$ cat src/sv/erfd_pkg.sv
// Shared types and constants of the response frame decoder.
// Used by the front, queue, back and top modules; depends on nothing.
`timescale 1ns / 1ps

package erfd_pkg;

  localparam int unsigned MAX_FRAME = 128;
  localparam int unsigned CNT_W     = 8;
  localparam int unsigned NUM_CAP   = 13;
  localparam int unsigned QDEPTH    = 4;
  localparam int unsigned QPTR_W    = 2;
  localparam int unsigned OUT_W     = 112;

  localparam logic [CNT_W-1:0] MAX_FRAME_C  = CNT_W'(MAX_FRAME);
  localparam logic [CNT_W-1:0] MIN_LEN      = CNT_W'(5);
  localparam logic [CNT_W-1:0] ACK_MIN_LEN  = CNT_W'(9);
  localparam logic [CNT_W-1:0] DATA_MIN_LEN = CNT_W'(49);
  localparam logic [CNT_W-1:0] DSUM_FIRST   = CNT_W'(6);
  localparam logic [CNT_W-1:0] DSUM_END     = CNT_W'(48);
  localparam logic [7:0]       ACK_BYTE     = 8'hC1;
  localparam logic [7:0]       TEMP_OFFSET  = 8'h28;

  // Slots of the captured byte array.
  localparam int unsigned CAP_ACK    = 0;
  localparam int unsigned CAP_TEMP   = 1;
  localparam int unsigned CAP_THR    = 2;
  localparam int unsigned CAP_LOAD   = 3;
  localparam int unsigned CAP_IDLE   = 4;
  localparam int unsigned CAP_VALVE  = 5;
  localparam int unsigned CAP_BATT   = 6;
  localparam int unsigned CAP_LAMBDA = 7;
  localparam int unsigned CAP_INJ_LO = 8;
  localparam int unsigned CAP_INJ_HI = 9;
  localparam int unsigned CAP_AIR_LO = 10;
  localparam int unsigned CAP_AIR_HI = 11;
  localparam int unsigned CAP_DSUM   = 12;

  typedef logic [NUM_CAP-1:0][CNT_W-1:0] cap_pos_t;
  localparam cap_pos_t CAP_POS = {
    8'd48, 8'd37, 8'd36, 8'd35, 8'd34, 8'd32, 8'd30,
    8'd26, 8'd24, 8'd23, 8'd22, 8'd20, 8'd8
  };

  // Link modes.
  localparam logic [1:0] MODE_CONNECT = 2'd0;
  localparam logic [1:0] MODE_READ    = 2'd1;

  // Result status codes.
  localparam logic [2:0] ST_CONNECTED = 3'd0;
  localparam logic [2:0] ST_NO_ACK    = 3'd1;
  localparam logic [2:0] ST_DATA_OK   = 3'd2;
  localparam logic [2:0] ST_SHORT     = 3'd3;
  localparam logic [2:0] ST_SUM_BAD   = 3'd4;
  localparam logic [2:0] ST_INVALID   = 3'd5;
  localparam logic [2:0] ST_ERR_MODE  = 3'd6;
  localparam logic [2:0] ST_OVERFLOW  = 3'd7;

  typedef logic [NUM_CAP-1:0][7:0] cap_arr_t;

  // One finished frame as handed from front to back.
  typedef struct packed {
    logic             over;
    logic             sum_ok;
    logic [CNT_W-1:0] len;
    logic [7:0]       data_sum;
    cap_arr_t         caps;
  } frame_rec_t;

endpackage

$ cat src/sv/ecu_response_frame_decoder_core.sv
// Response frame decoder: one result per frame. The record is written into the
// queue on the edge that accepts the final byte and decoded into the output
// register on a later edge, once the back part pops it. Throughput: one byte per cycle
// while the queue has room; one result per cycle while the output is not stalled. The four-entry
// record queue absorbs output stalls before the byte input is held off.
// Reset (rst_ni low, asynchronous): link mode to connecting, frame state cleared.
`timescale 1ns / 1ps

module ecu_response_frame_decoder_core (
  input  logic         clk_i,
  input  logic         rst_ni,
  // byte input
  input  logic         s_axis_tvalid_i,
  output logic         s_axis_tready_o,
  input  logic [7:0]   s_axis_tdata_i,   // [7:0] rx_byte
  input  logic         s_axis_tlast_i,   // frame_last
  // result output
  output logic         m_axis_tvalid_o,
  input  logic         m_axis_tready_i,
  // [2:0] status, [4:3] link_mode, [12:5] frame_length, [20:13] coolant_temp,
  // [28:21] throttle_pct, [42:29] engine_rpm, [50:43] idle_valve_pos,
  // [61:51] supply_centivolts, [80:62] injector_us, [96:81] air_mass_tenths,
  // [107:97] lambda_mv, [111:108] zero
  output logic [111:0] m_axis_tdata_o
);

  logic                 push;
  logic                 q_not_full;
  logic                 q_not_empty;
  logic                 pop;
  erfd_pkg::frame_rec_t push_rec;
  erfd_pkg::frame_rec_t pop_rec;

  // Front: count bytes, run the checksums, capture the fixed byte slots.
  erfd_front u_front (
    .clk_i        (clk_i),
    .rst_ni       (rst_ni),
    .byte_valid_i (s_axis_tvalid_i),
    .byte_ready_o (s_axis_tready_o),
    .rx_byte_i    (s_axis_tdata_i),
    .frame_last_i (s_axis_tlast_i),
    .rec_ready_i  (q_not_full),
    .rec_valid_o  (push),
    .rec_o        (push_rec)
  );

  // Hold finished frames so front and back stall independently.
  erfd_fifo u_fifo (
    .clk_i       (clk_i),
    .rst_ni      (rst_ni),
    .push_i      (push),
    .push_rec_i  (push_rec),
    .not_full_o  (q_not_full),
    .pop_i       (pop),
    .not_empty_o (q_not_empty),
    .pop_rec_o   (pop_rec)
  );

  // Back: classify, advance the link mode, decode and register the result.
  erfd_back u_back (
    .clk_i       (clk_i),
    .rst_ni      (rst_ni),
    .rec_valid_i (q_not_empty),
    .rec_i       (pop_rec),
    .rec_pop_o   (pop),
    .res_valid_o (m_axis_tvalid_o),
    .res_ready_i (m_axis_tready_i),
    .res_data_o  (m_axis_tdata_o)
  );

endmodule

$ cat src/sv/erfd_front.sv
// Front part: accepts frame bytes, keeps running sums and captures.
// Emits one frame record per final byte. Depends on erfd_pkg.
`timescale 1ns / 1ps

module erfd_front (
  input  logic                clk_i,
  input  logic                rst_ni,
  input  logic                byte_valid_i,
  output logic                byte_ready_o,
  input  logic [7:0]          rx_byte_i,
  input  logic                frame_last_i,
  input  logic                rec_ready_i,
  output logic                rec_valid_o,
  output erfd_pkg::frame_rec_t rec_o
);

  logic [erfd_pkg::CNT_W-1:0] cnt_q, cnt_d, cnt_n;
  logic [7:0]                 fsum_q, fsum_d, fsum_n;
  logic [7:0]                 dsum_q, dsum_d, dsum_n;
  logic                       over_q, over_d, over_n;
  erfd_pkg::cap_arr_t         caps_q, caps_d, caps_n;
  logic                       accept;

  assign byte_ready_o = rec_ready_i;
  assign accept       = byte_valid_i & rec_ready_i;
  assign rec_valid_o  = accept & frame_last_i;

  always_comb begin
    cnt_n  = cnt_q;
    dsum_n = dsum_q;
    over_n = over_q;
    caps_n = caps_q;
    fsum_n = fsum_q + rx_byte_i;
    if (cnt_q >= erfd_pkg::MAX_FRAME_C) begin
      over_n = 1'b1;
    end else begin
      for (int k = 0; k < erfd_pkg::NUM_CAP; k++) begin
        if (cnt_q == erfd_pkg::CAP_POS[k]) begin
          caps_n[k] = rx_byte_i;
        end
      end
      if (cnt_q >= erfd_pkg::DSUM_FIRST && cnt_q < erfd_pkg::DSUM_END) begin
        dsum_n = dsum_q + rx_byte_i;
      end
      cnt_n = cnt_q + 1'b1;
    end

    rec_o.over     = over_n;
    rec_o.sum_ok   = (rx_byte_i == fsum_q);
    rec_o.len      = cnt_n;
    rec_o.data_sum = dsum_n;
    rec_o.caps     = caps_n;

    cnt_d  = cnt_q;
    fsum_d = fsum_q;
    dsum_d = dsum_q;
    over_d = over_q;
    caps_d = caps_q;
    if (accept) begin
      if (frame_last_i) begin
        // drop all per-frame state after the final byte
        cnt_d  = '0;
        fsum_d = '0;
        dsum_d = '0;
        over_d = 1'b0;
        caps_d = '0;
      end else begin
        cnt_d  = cnt_n;
        fsum_d = fsum_n;
        dsum_d = dsum_n;
        over_d = over_n;
        caps_d = caps_n;
      end
    end
  end

  always_ff @(posedge clk_i or negedge rst_ni) begin
    if (!rst_ni) begin
      cnt_q  <= '0;
      fsum_q <= '0;
      dsum_q <= '0;
      over_q <= 1'b0;
      caps_q <= '0;
    end else begin
      cnt_q  <= cnt_d;
      fsum_q <= fsum_d;
      dsum_q <= dsum_d;
      over_q <= over_d;
      caps_q <= caps_d;
    end
  end

endmodule

$ cat src/sv/erfd_fifo.sv
// Short queue of frame records between front and back.
// Depends on erfd_pkg.
`timescale 1ns / 1ps

module erfd_fifo (
  input  logic                 clk_i,
  input  logic                 rst_ni,
  input  logic                 push_i,
  input  erfd_pkg::frame_rec_t push_rec_i,
  output logic                 not_full_o,
  input  logic                 pop_i,
  output logic                 not_empty_o,
  output erfd_pkg::frame_rec_t pop_rec_o
);

  erfd_pkg::frame_rec_t            mem_q [erfd_pkg::QDEPTH];
  logic [erfd_pkg::QPTR_W-1:0]     wr_q, wr_d, rd_q, rd_d;
  logic [erfd_pkg::QPTR_W:0]       cnt_q, cnt_d;

  assign not_full_o  = (cnt_q != (erfd_pkg::QPTR_W+1)'(erfd_pkg::QDEPTH));
  assign not_empty_o = (cnt_q != '0);
  assign pop_rec_o   = mem_q[rd_q];

  always_comb begin
    wr_d  = push_i ? wr_q + 1'b1 : wr_q;
    rd_d  = pop_i ? rd_q + 1'b1 : rd_q;
    cnt_d = cnt_q;
    if (push_i && !pop_i) begin
      cnt_d = cnt_q + 1'b1;
    end else if (pop_i && !push_i) begin
      cnt_d = cnt_q - 1'b1;
    end
  end

  always_ff @(posedge clk_i) begin
    if (push_i) begin
      mem_q[wr_q] <= push_rec_i;
    end
  end

  always_ff @(posedge clk_i or negedge rst_ni) begin
    if (!rst_ni) begin
      wr_q  <= '0;
      rd_q  <= '0;
      cnt_q <= '0;
    end else begin
      wr_q  <= wr_d;
      rd_q  <= rd_d;
      cnt_q <= cnt_d;
    end
  end

endmodule

$ cat src/sv/erfd_back.sv
// Back part: classifies each frame record, tracks the link mode and
// decodes engine values into a registered result. Depends on erfd_pkg.
`timescale 1ns / 1ps

module erfd_back (
  input  logic                          clk_i,
  input  logic                          rst_ni,
  input  logic                          rec_valid_i,
  input  erfd_pkg::frame_rec_t          rec_i,
  output logic                          rec_pop_o,
  output logic                          res_valid_o,
  input  logic                          res_ready_i,
  output logic [erfd_pkg::OUT_W-1:0]    res_data_o
);

  logic [1:0]                   mode_q, mode_d;
  logic                         vld_q, vld_d;
  logic [erfd_pkg::OUT_W-1:0]   data_q, data_d;

  logic [2:0]  status;
  logic        decode;
  logic [7:0]  temp;
  logic [13:0] rpm;
  logic [10:0] supply;
  logic [18:0] inj;
  logic [15:0] air;
  logic [18:0] lam_prod;
  logic [10:0] lam;
  erfd_pkg::cap_arr_t c;

  assign c           = rec_i.caps;
  assign rec_pop_o   = rec_valid_i & (~vld_q | res_ready_i);
  assign res_valid_o = vld_q;
  assign res_data_o  = data_q;

  always_comb begin
    mode_d = mode_q;
    decode = 1'b0;
    if (rec_i.over) begin
      status = erfd_pkg::ST_OVERFLOW;
    end else if (rec_i.len < erfd_pkg::MIN_LEN) begin
      status = erfd_pkg::ST_SHORT;
    end else if (!rec_i.sum_ok) begin
      status = erfd_pkg::ST_SUM_BAD;
    end else if (mode_q == erfd_pkg::MODE_CONNECT) begin
      if (rec_i.len >= erfd_pkg::ACK_MIN_LEN &&
          c[erfd_pkg::CAP_ACK] == erfd_pkg::ACK_BYTE) begin
        status = erfd_pkg::ST_CONNECTED;
        // advance the mode only when the record is actually consumed
        if (rec_pop_o) begin
          mode_d = erfd_pkg::MODE_READ;
        end
      end else begin
        status = erfd_pkg::ST_NO_ACK;
      end
    end else if (mode_q == erfd_pkg::MODE_READ) begin
      if (rec_i.len < erfd_pkg::DATA_MIN_LEN ||
          c[erfd_pkg::CAP_DSUM] != rec_i.data_sum) begin
        status = erfd_pkg::ST_INVALID;
      end else begin
        status = erfd_pkg::ST_DATA_OK;
        decode = 1'b1;
      end
    end else begin
      status = erfd_pkg::ST_ERR_MODE;
    end

    // fixed-point decode of the engine fields
    temp     = c[erfd_pkg::CAP_TEMP] - erfd_pkg::TEMP_OFFSET;
    rpm      = (c[erfd_pkg::CAP_THR] == 8'd0) ? 14'(c[erfd_pkg::CAP_IDLE]) * 14'd10
                                              : 14'(c[erfd_pkg::CAP_LOAD]) * 14'd40;
    supply   = 11'd520 + 11'(c[erfd_pkg::CAP_BATT]) * 11'd5;
    inj      = {c[erfd_pkg::CAP_INJ_HI], c[erfd_pkg::CAP_INJ_LO], 3'b000};
    air      = {c[erfd_pkg::CAP_AIR_HI], c[erfd_pkg::CAP_AIR_LO]};
    lam_prod = 19'(c[erfd_pkg::CAP_LAMBDA]) * 19'd1250;
    lam      = lam_prod[18:8];

    vld_d  = vld_q;
    data_d = data_q;
    if (rec_pop_o) begin
      vld_d  = 1'b1;
      data_d = '0;
      data_d[2:0]  = status;
      data_d[4:3]  = mode_d;
      data_d[12:5] = rec_i.len;
      if (decode) begin
        data_d[20:13]  = temp;
        data_d[28:21]  = c[erfd_pkg::CAP_THR];
        data_d[42:29]  = rpm;
        data_d[50:43]  = c[erfd_pkg::CAP_VALVE];
        data_d[61:51]  = supply;
        data_d[80:62]  = inj;
        data_d[96:81]  = air;
        data_d[107:97] = lam;
      end
    end else if (res_ready_i) begin
      vld_d = 1'b0;
    end
  end

  always_ff @(posedge clk_i or negedge rst_ni) begin
    if (!rst_ni) begin
      mode_q <= erfd_pkg::MODE_CONNECT;
      vld_q  <= 1'b0;
    end else begin
      mode_q <= mode_d;
      vld_q  <= vld_d;
    end
  end

  always_ff @(posedge clk_i) begin
    data_q <= data_d;
  end

endmodule

$ cat config.mk
export PLATFORM = sky130hd
export DESIGN_NAME = ecu_response_frame_decoder_core
export DESIGN_NICKNAME = d
export VERILOG_FILES = /design/src/sv/erfd_pkg.sv /design/src/sv/ecu_response_frame_decoder_core.sv /design/src/sv/erfd_front.sv /design/src/sv/erfd_fifo.sv /design/src/sv/erfd_back.sv
export SDC_FILE = /design/constraint.sdc
export NUM_CORES = 1
export LEC_CHECK = 0
export ABC_AREA = 1
export BUFFER_PORTS_ARGS = -buffer_cell sky130_fd_sc_hd__buf_2
export CAP_MARGIN = 0
export CORE_MARGIN = 2
export CORE_UTILIZATION = 65
export DETAILED_ROUTE_END_ITERATION = 6
export PLACE_DENSITY = 0.83
export SLEW_MARGIN = 20
export SYNTH_ARGS = -nofsm -noshare
export SYNTH_HDL_FRONTEND = slang
export SYNTH_SLANG_ARGS = --single-unit
$ cat constraint.sdc
create_clock -name clk_i -period 18.3 [get_ports clk_i]
set_input_delay 0.915 -clock clk_i [delete_from_list [all_inputs] [get_ports clk_i]]
set_output_delay 0.915 -clock clk_i [all_outputs]
set_load 0.05 [all_outputs]
== Word level (Yosys, flattened, before mapping) ==
Memory sizes are Yosys's and may differ from the RTL's.
Index checks and enable logic that the tools add are counted.

* Word-level logic and storage cells: 135
* Register bits: 247
* Memories: 1
* Bits in writable memories: 488
* Output and inout port bits: 114

{| class="wikitable"
|+ Memories
! memory !! words !! bits a word !! rd ports !! clocked after Yosys merged registers in !! write ports !! RTL line !! RTL
|-
| u_fifo.mem_q || 4 || 122 || 1 || 0 || 1 || erfd_fifo.sv:16 || <nowiki>erfd_pkg::frame_rec_t mem_q [erfd_pkg::QDEPTH];</nowiki>
|}

* Multiply operators: 4
* $add $sub $neg: 9
* Magnitude comparators: 6
* Reductions and logical operators: 15
* Equal/unequal tests: 18
* Multiplexer cells: 48
* Bitwise gates (word level): 6

{| class="wikitable"
|+ Operators by type and width
! kind !! number
|-
| 104-bit 2-to-1 mux || 2
|-
| 8-bit 2-to-1 mux || 19
|-
| 8-bit by 5-bit == test with 1-bit output, second input constant || 6
|-
| 8-bit by 6-bit == test with 1-bit output, second input constant || 6
|-
| 8-bit by 3-bit multiplier with 11-bit output, second input constant || 3
|-
| 3-bit 2-to-1 mux || 7
|-
| 8-bit by 10-bit multiplier with 18-bit output, second input constant || 1
|-
| 8-bit adder || 2
|-
| 8-bit by 6-bit < comparator with 1-bit output, second input constant || 2
|-
| 1-bit 2-to-1 mux || 13
|-
| 12-bit 2-to-1 mux || 1
|-
| 2-bit 2-to-1 mux || 6
|-
| 10-bit by 11-bit adder with 11-bit output, first input constant || 1
|-
| 8-bit by 1-bit adder with 8-bit output, second input constant || 1
|-
| 8-bit by 4-bit == test with 1-bit output, second input constant || 1
|-
| 8-bit == test || 1
|-
| 8-bit == test, second input constant || 1
|-
| 8-bit by 3-bit greater-or-equal comparator with 1-bit output, second input constant || 1
|-
| 8-bit by 4-bit greater-or-equal comparator with 1-bit output, second input constant || 1
|-
| 8-bit greater-or-equal comparator, second input constant || 1
|-
| 8-bit zero test || 1
|-
| 8-bit by 3-bit < comparator with 1-bit output, second input constant || 1
|-
| 8-bit inequality test || 1
|-
| 8-bit by 6-bit subtractor with 8-bit output, second input constant || 1
|-
| 16 further kinds || 26
|}

== Logic depth before layout (Yosys ltp) ==
An unclocked memory read counts as a cell.

* Depth after elaboration: 11
* Mapped depth: 26
* Gate-level depth less buffers: 20

== Modules after synthesis ==
From an unflattened synthesis, not the netlist that was laid out.

* Cell total of the unflattened synthesis: 3,136
* Area, all modules: 34,142.7 um2

{| class="wikitable"
|+ Modules (own cells, without submodules)
! module !! seq. area each (um2) !! area each (um2) !! instances !! cells an instance
|-
| erfd_fifo || 14,829.2 || 20,219.4 || 1 || 1,473
|-
| erfd_front || 3,228.1 || 7,249.5 || 1 || 984
|-
| erfd_back || 3,198.1 || 6,673.9 || 1 || 679
|}

== Least setup slack after synthesis ==
OpenSTA, ideal clock, no wires.

* Path kind: input to register
* Start point: input port m_axis_tready_i
* End point: register u_fifo.cnt_q[1] (netlist name)
* Arrival: 7,718 ps
* Buffers on the path: 0
* Stages: 8
* Data required time: 18,177 ps
* Path slack: 10,459 ps
* Library setup time: 123 ps
* Path through: nor2_1 a31oi_1 inv_1 ha_1 inv_1 fa_1 nor2_1 a21oi_1

* Cells in the longest elaborated chain, start to end: 5
* Elaborated cells between the ends (all ways): 7

{| class="wikitable"
|+ RTL lines
! element !! RTL line !! RTL
|-
| from (decl) || ecu_response_frame_decoder_core.sv:19 || <nowiki>input logic m_axis_tready_i,</nowiki>
|-
| 1-bit OR || erfd_back.sv:32 || <nowiki>assign rec_pop_o = rec_valid_i & (~vld_q | res_ready_i);</nowiki>
|-
| 1-bit bitwise AND || erfd_back.sv:32 ||
|-
| named net pop || ecu_response_frame_decoder_core.sv:30 || <nowiki>logic pop;</nowiki>
|-
| 1-bit zero test || erfd_fifo.sv:28 || <nowiki>if (push_i && !pop_i) begin</nowiki>
|-
| 1-bit logical AND || erfd_fifo.sv:28 ||
|-
| 3-bit 2-to-1 mux || erfd_fifo.sv:28 ||
|-
| named net u_fifo.cnt_d (one bit) || erfd_fifo.sv:18 || <nowiki>logic [erfd_pkg::QPTR_W:0] cnt_q, cnt_d;</nowiki>
|-
| to (signal assigned) || erfd_fifo.sv:49 || <nowiki>cnt_q <= cnt_d;</nowiki>
|-
| to (decl) || erfd_fifo.sv:18 ||
|}

The timed path passes the listed nets, and every way through them passes these cells.
A chain may end at the register's enable or synchronous reset.

== Worst setup path after layout ==
* Start point: register u_fifo.rd_q[1] (netlist name)
* End point: register u_back.data_q (netlist bit u_back.res_data_o[104]) (data pin)

* Cells in the longest elaborated chain, start to end: 9
* Elaborated cells between the ends (all ways): 12

{| class="wikitable"
|+ RTL lines
! element !! RTL line !! RTL
|-
| from (decl) || erfd_fifo.sv:17 || <nowiki>logic [erfd_pkg::QPTR_W-1:0] wr_q, wr_d, rd_q, rd_d;</nowiki>
|-
| from (signal assigned) || erfd_fifo.sv:48 || <nowiki>rd_q <= rd_d;</nowiki>
|-
| memory 4 x 122 bit (*) || n/a ||
|-
| branches (longest 8 deep; another with 8-bit by 10-bit multiplier with 18-bit output) || n/a ||
|-
| to (signal assigned) || erfd_back.sv:112 || <nowiki>data_q <= data_d;</nowiki>
|-
| to (decl) || erfd_back.sv:18 || <nowiki>logic [erfd_pkg::OUT_W-1:0] data_q, data_d;</nowiki>
|}

Mark *: on every way between the ends.

==> impl_metrics.env <==
export IMPL_synth_edff_count=592
export IMPL_grt_antenna_before_repair=4
export IMPL_routedWlPerCell_um=19.5
export IMPL_vias=21300
export IMPL_coreArea_um2=48800
export IMPL_fmax_mhz=166
export IMPL_synth_seq_cells=731
export IMPL_avgSynthCellArea_um2=11.4
export IMPL_first_pass_iters=7
export IMPL_finalHoldViolCount=0
export IMPL_synthesis_area_um2=32100
export IMPL_synth_cells=2809
export IMPL_path_max_fanout=41
export IMPL_clockBufferDepth=3
export IMPL_nets=3031
export IMPL_violations="DRC"
export IMPL_slowest_delay_ns=0.72
export IMPL_ys_warn_count=0
export IMPL_crit_path_end_kind="register"
export IMPL_hold_path_class="in2async"
export IMPL_routed_wirelength_um=70600
export IMPL_insertion_delay_ns=0.62
export IMPL_crit_path_top_delay_cell="dfrtp_4"
export IMPL_synth_ff_type="edfxtp_1"
export IMPL_gp_congestion=0.850
export IMPL_r2r_end="u_back.res_data_o[104]"
export IMPL_path_clk_slew_ns=0.06
export IMPL_cts_resized=0
export IMPL_vdd_drop_max_mv=0.234
export IMPL_maxSlewHeadroom=0.240
export IMPL_tns_ns=0
export IMPL_grt_pass1_wl_um=110000
export IMPL_period_needed_ns=6.03
export IMPL_fin_crit_sh=0.329
export IMPL_num_rows=81
export IMPL_hold_buffers=0
export IMPL_ant_nets=0
export IMPL_ff2ff_path_depth=19
export IMPL_whs_ns=0.415
export IMPL_drt_iter0_drc=2311
export IMPL_multiInputGateArea_um2=8810
export IMPL_synthArstFlopShare=0.190
export IMPL_io_pins=127
export IMPL_grt_max_degree=107
export IMPL_setup_violations_final=0
export IMPL_drv_cap=0
export IMPL_synth_top_cell_area_share=0.554
export IMPL_initial_utilization=0.657
export IMPL_post_cts_buffers=0
export IMPL_crit_arrival_ns=6.38
export IMPL_die_area_um2=51200
export IMPL_synth_seq_area_share=0.662
export IMPL_cts_sinks=731
export IMPL_rsz0062_at_grt="false"
export IMPL_grt_pass1_vias=21700
export IMPL_timing_rr_start="u_fifo.rd_q[1]"
export IMPL_tritoncts="built"
export IMPL_path_class="reg2reg"
export IMPL_htreeDepth=3
export IMPL_portBuffers=118
export IMPL_ys_types=48
export IMPL_numCtsBuffers=74
export IMPL_place_ws_ns=12.34
export IMPL_grtUsageTotal=0.278
export IMPL_path_cells="inv_2, buf_4, a21oi_1, a32oi_1, fa_1, ha_1, xnor2_1, ha_1, inv_1, fa_1, inv_1, ha_1, a21oi_1, o21ai_0, a21oi_1, nor2_1, nor2_1, xor2_1, nor2_4"
export IMPL_ff2ff_setup_slack_ns=12.27
export IMPL_layout_drive_gt1_share=0.103
export IMPL_finish_utilization=0.729
export IMPL_cts_root_buf="clkbuf_16"
export IMPL_grt_ovfl_total=0
export IMPL_critPathLaunchType="register"
export IMPL_synth_area_top_cells="edfxtp_1 55%, dfrtp_1 11%, nand2_1 6.8%, inv_1 4.3%, ha_1 3.9%"
export IMPL_required_ns=18.65
export IMPL_fill_cells=3061
export IMPL_setup_ws_ns=12.27
export IMPL_dpl_hpwl_um=40900
export IMPL_yosysTopAreaCell="edfxtp_1"
export IMPL_tightest_slew_ns=1.14
export IMPL_drc=6
export IMPL_die_h_um=226
export IMPL_power_density_nw_per_um2=192
export IMPL_design_area_um2=35600
export IMPL_seq_area_um2=21300
export IMPL_area_growth_pct=10.8
export IMPL_fp_dieW_um=226
export IMPL_post_dp_cell_area_um2=33100
export IMPL_via_per_inst=5.89
export IMPL_slew_violations=0
export IMPL_outcome="complete, but fails checks"
export IMPL_leakage_nw=15.7
export IMPL_finalClockSkew_ns=0.0220
-- synth_stat cells, types with 2 or more instances --
master / number
edfxtp_1: 592
o21a_1: 2
nand2_1: 581
or2_2: 8
buf_6: 10
inv_2: 7
a32oi_1: 8
inv_1: 366
nor3_1: 12
nor3_2: 2
buf_2: 38
xor2_1: 26
buf_8: 2
dfrtp_1: 139
a31oi_1: 4
nand4_1: 12
ha_1: 101
a21oi_1: 105
buf_1: 5
fa_1: 18
buf_4: 16
xnor2_1: 13
nand3_1: 99
nor2_1: 167
o21ai_0: 185
a21o_1: 5
a32o_1: 49
o21ai_1: 12
clkbuf_1: 63
nor2_4: 21
clkinv_1: 2
o22ai_1: 123
-- sequential cells by signal, indices dropped and copies added (netlist names) --
| register | cells |
|---|---|
| u_back.res_data_o | 104 |
| u_back.mode_q | 2 |
| u_front.cnt_q | 8 |
| u_front.caps_q | 104 |
| u_fifo.cnt_q | 3 |
| u_fifo.rd_q | 2 |
| u_front.fsum_q | 8 |
| u_front.over_q | 1 |
| u_front.dsum_q | 8 |
| u_fifo.wr_q | 2 |
| u_fifo.mem_q | 488 |
| u_back.res_valid_o | 1 |
-- metrics by stage --
| stage | total power [mW] | cells |
|---|---|---|
| finish | 6.82 | 3624 |
| detailed placement | 5.27 | 3486 |
| global placement | 5.15 | 3486 |
| CTS | 6.82 | 3622 |
| floorplan | 4.64 | 2816 |
| global route | 7.29 | 3624 |
-- worst max-delay path: cells and delay by family, from the launching register on --
kind / cells / cell delay (ns)
flops: 1 / 0.72
fa+ha+maj: 5 / 2.02
simple gates: 3 / 0.26
xor+xnor: 2 / 0.41
compound gates: 5 / 1.08
buf+inv: 4 / 1.22
-- routing by layer --
layer | GRT usage | vias up | wire length (um) | share of wire
met3 | 0.0468 | 166 | 5730 | 0.081
met1 | 0.345 | 10400 | 26700 | 0.38
met5 | 0 | - | 13 | 0.00018
met2 | 0.486 | 1003 | 35800 | 0.51
li1 | - | 9806 | - | -
met4 | 0.120 | 2 | 2360 | 0.033
-- final cells by class --
cell class                 instances  area share
sequential                       731       0.597
multi-input combinational       1575       0.248
clock buffer                     105      0.0587
inverter                         376      0.0399
tap                              664      0.0233
timing repair buffer             141      0.0221
clock inverter                    31      0.0110
antenna                            1   0.0000703
-- where the power goes --
part / total (mW) / switching [mW] / internal, mW
registers: 2.13 / 0.0938 / 2.04
clock network: 1.53 / 0.627 / 0.904
logic: 3.16 / 2.13 / 1.02
total: 6.82 / 2.85 / 3.97
-- worst max-delay path by stage --
stage / slack, ns / depth (start not counted) / from / to
floorplan: 10.46 / 8 / m_axis_tready_i / u_fifo.cnt_q[1]
global placement: 12.48 / 19 / u_fifo.rd_q[1] / u_back.res_data_o[104]
detailed placement: 12.34 / 19 / u_fifo.rd_q[1] / u_back.res_data_o[104]
CTS: 12.31 / 19 / u_fifo.rd_q[1] / u_back.res_data_o[104]
global route: 11.97 / 19 / u_fifo.rd_q[1] / u_back.res_data_o[104]
finish: 12.27 / 19 / u_fifo.rd_q[1] / u_back.res_data_o[104]
-- logic make-up after synthesis --
family | share of synthesized area
compound gates | 0.0926
xor+xnor | 0.0106
other cells | 0.000117
flops | 0.662
simple gates | 0.118
buf+inv | 0.0661
fa+ha+maj | 0.0506
-- cell usage in the layout (no fill, tap or decap), types with 25 or more instances in the layout --
master,Yosys,routed
edfxtp_1,592,592
nand2_1,581,581
inv_1,366,366
o21ai_0,185,185
nor2_1,167,162
dfrtp_1,139,137
o22ai_1,123,123
buf_2,38,117
a21oi_1,105,105
ha_1,101,101
nand3_1,99,99
clkbuf_16,0,76
a32o_1,49,49
xor2_1,26,26
nor2_4,21,25
Note: power is estimated with default switching activity, not from simulation.
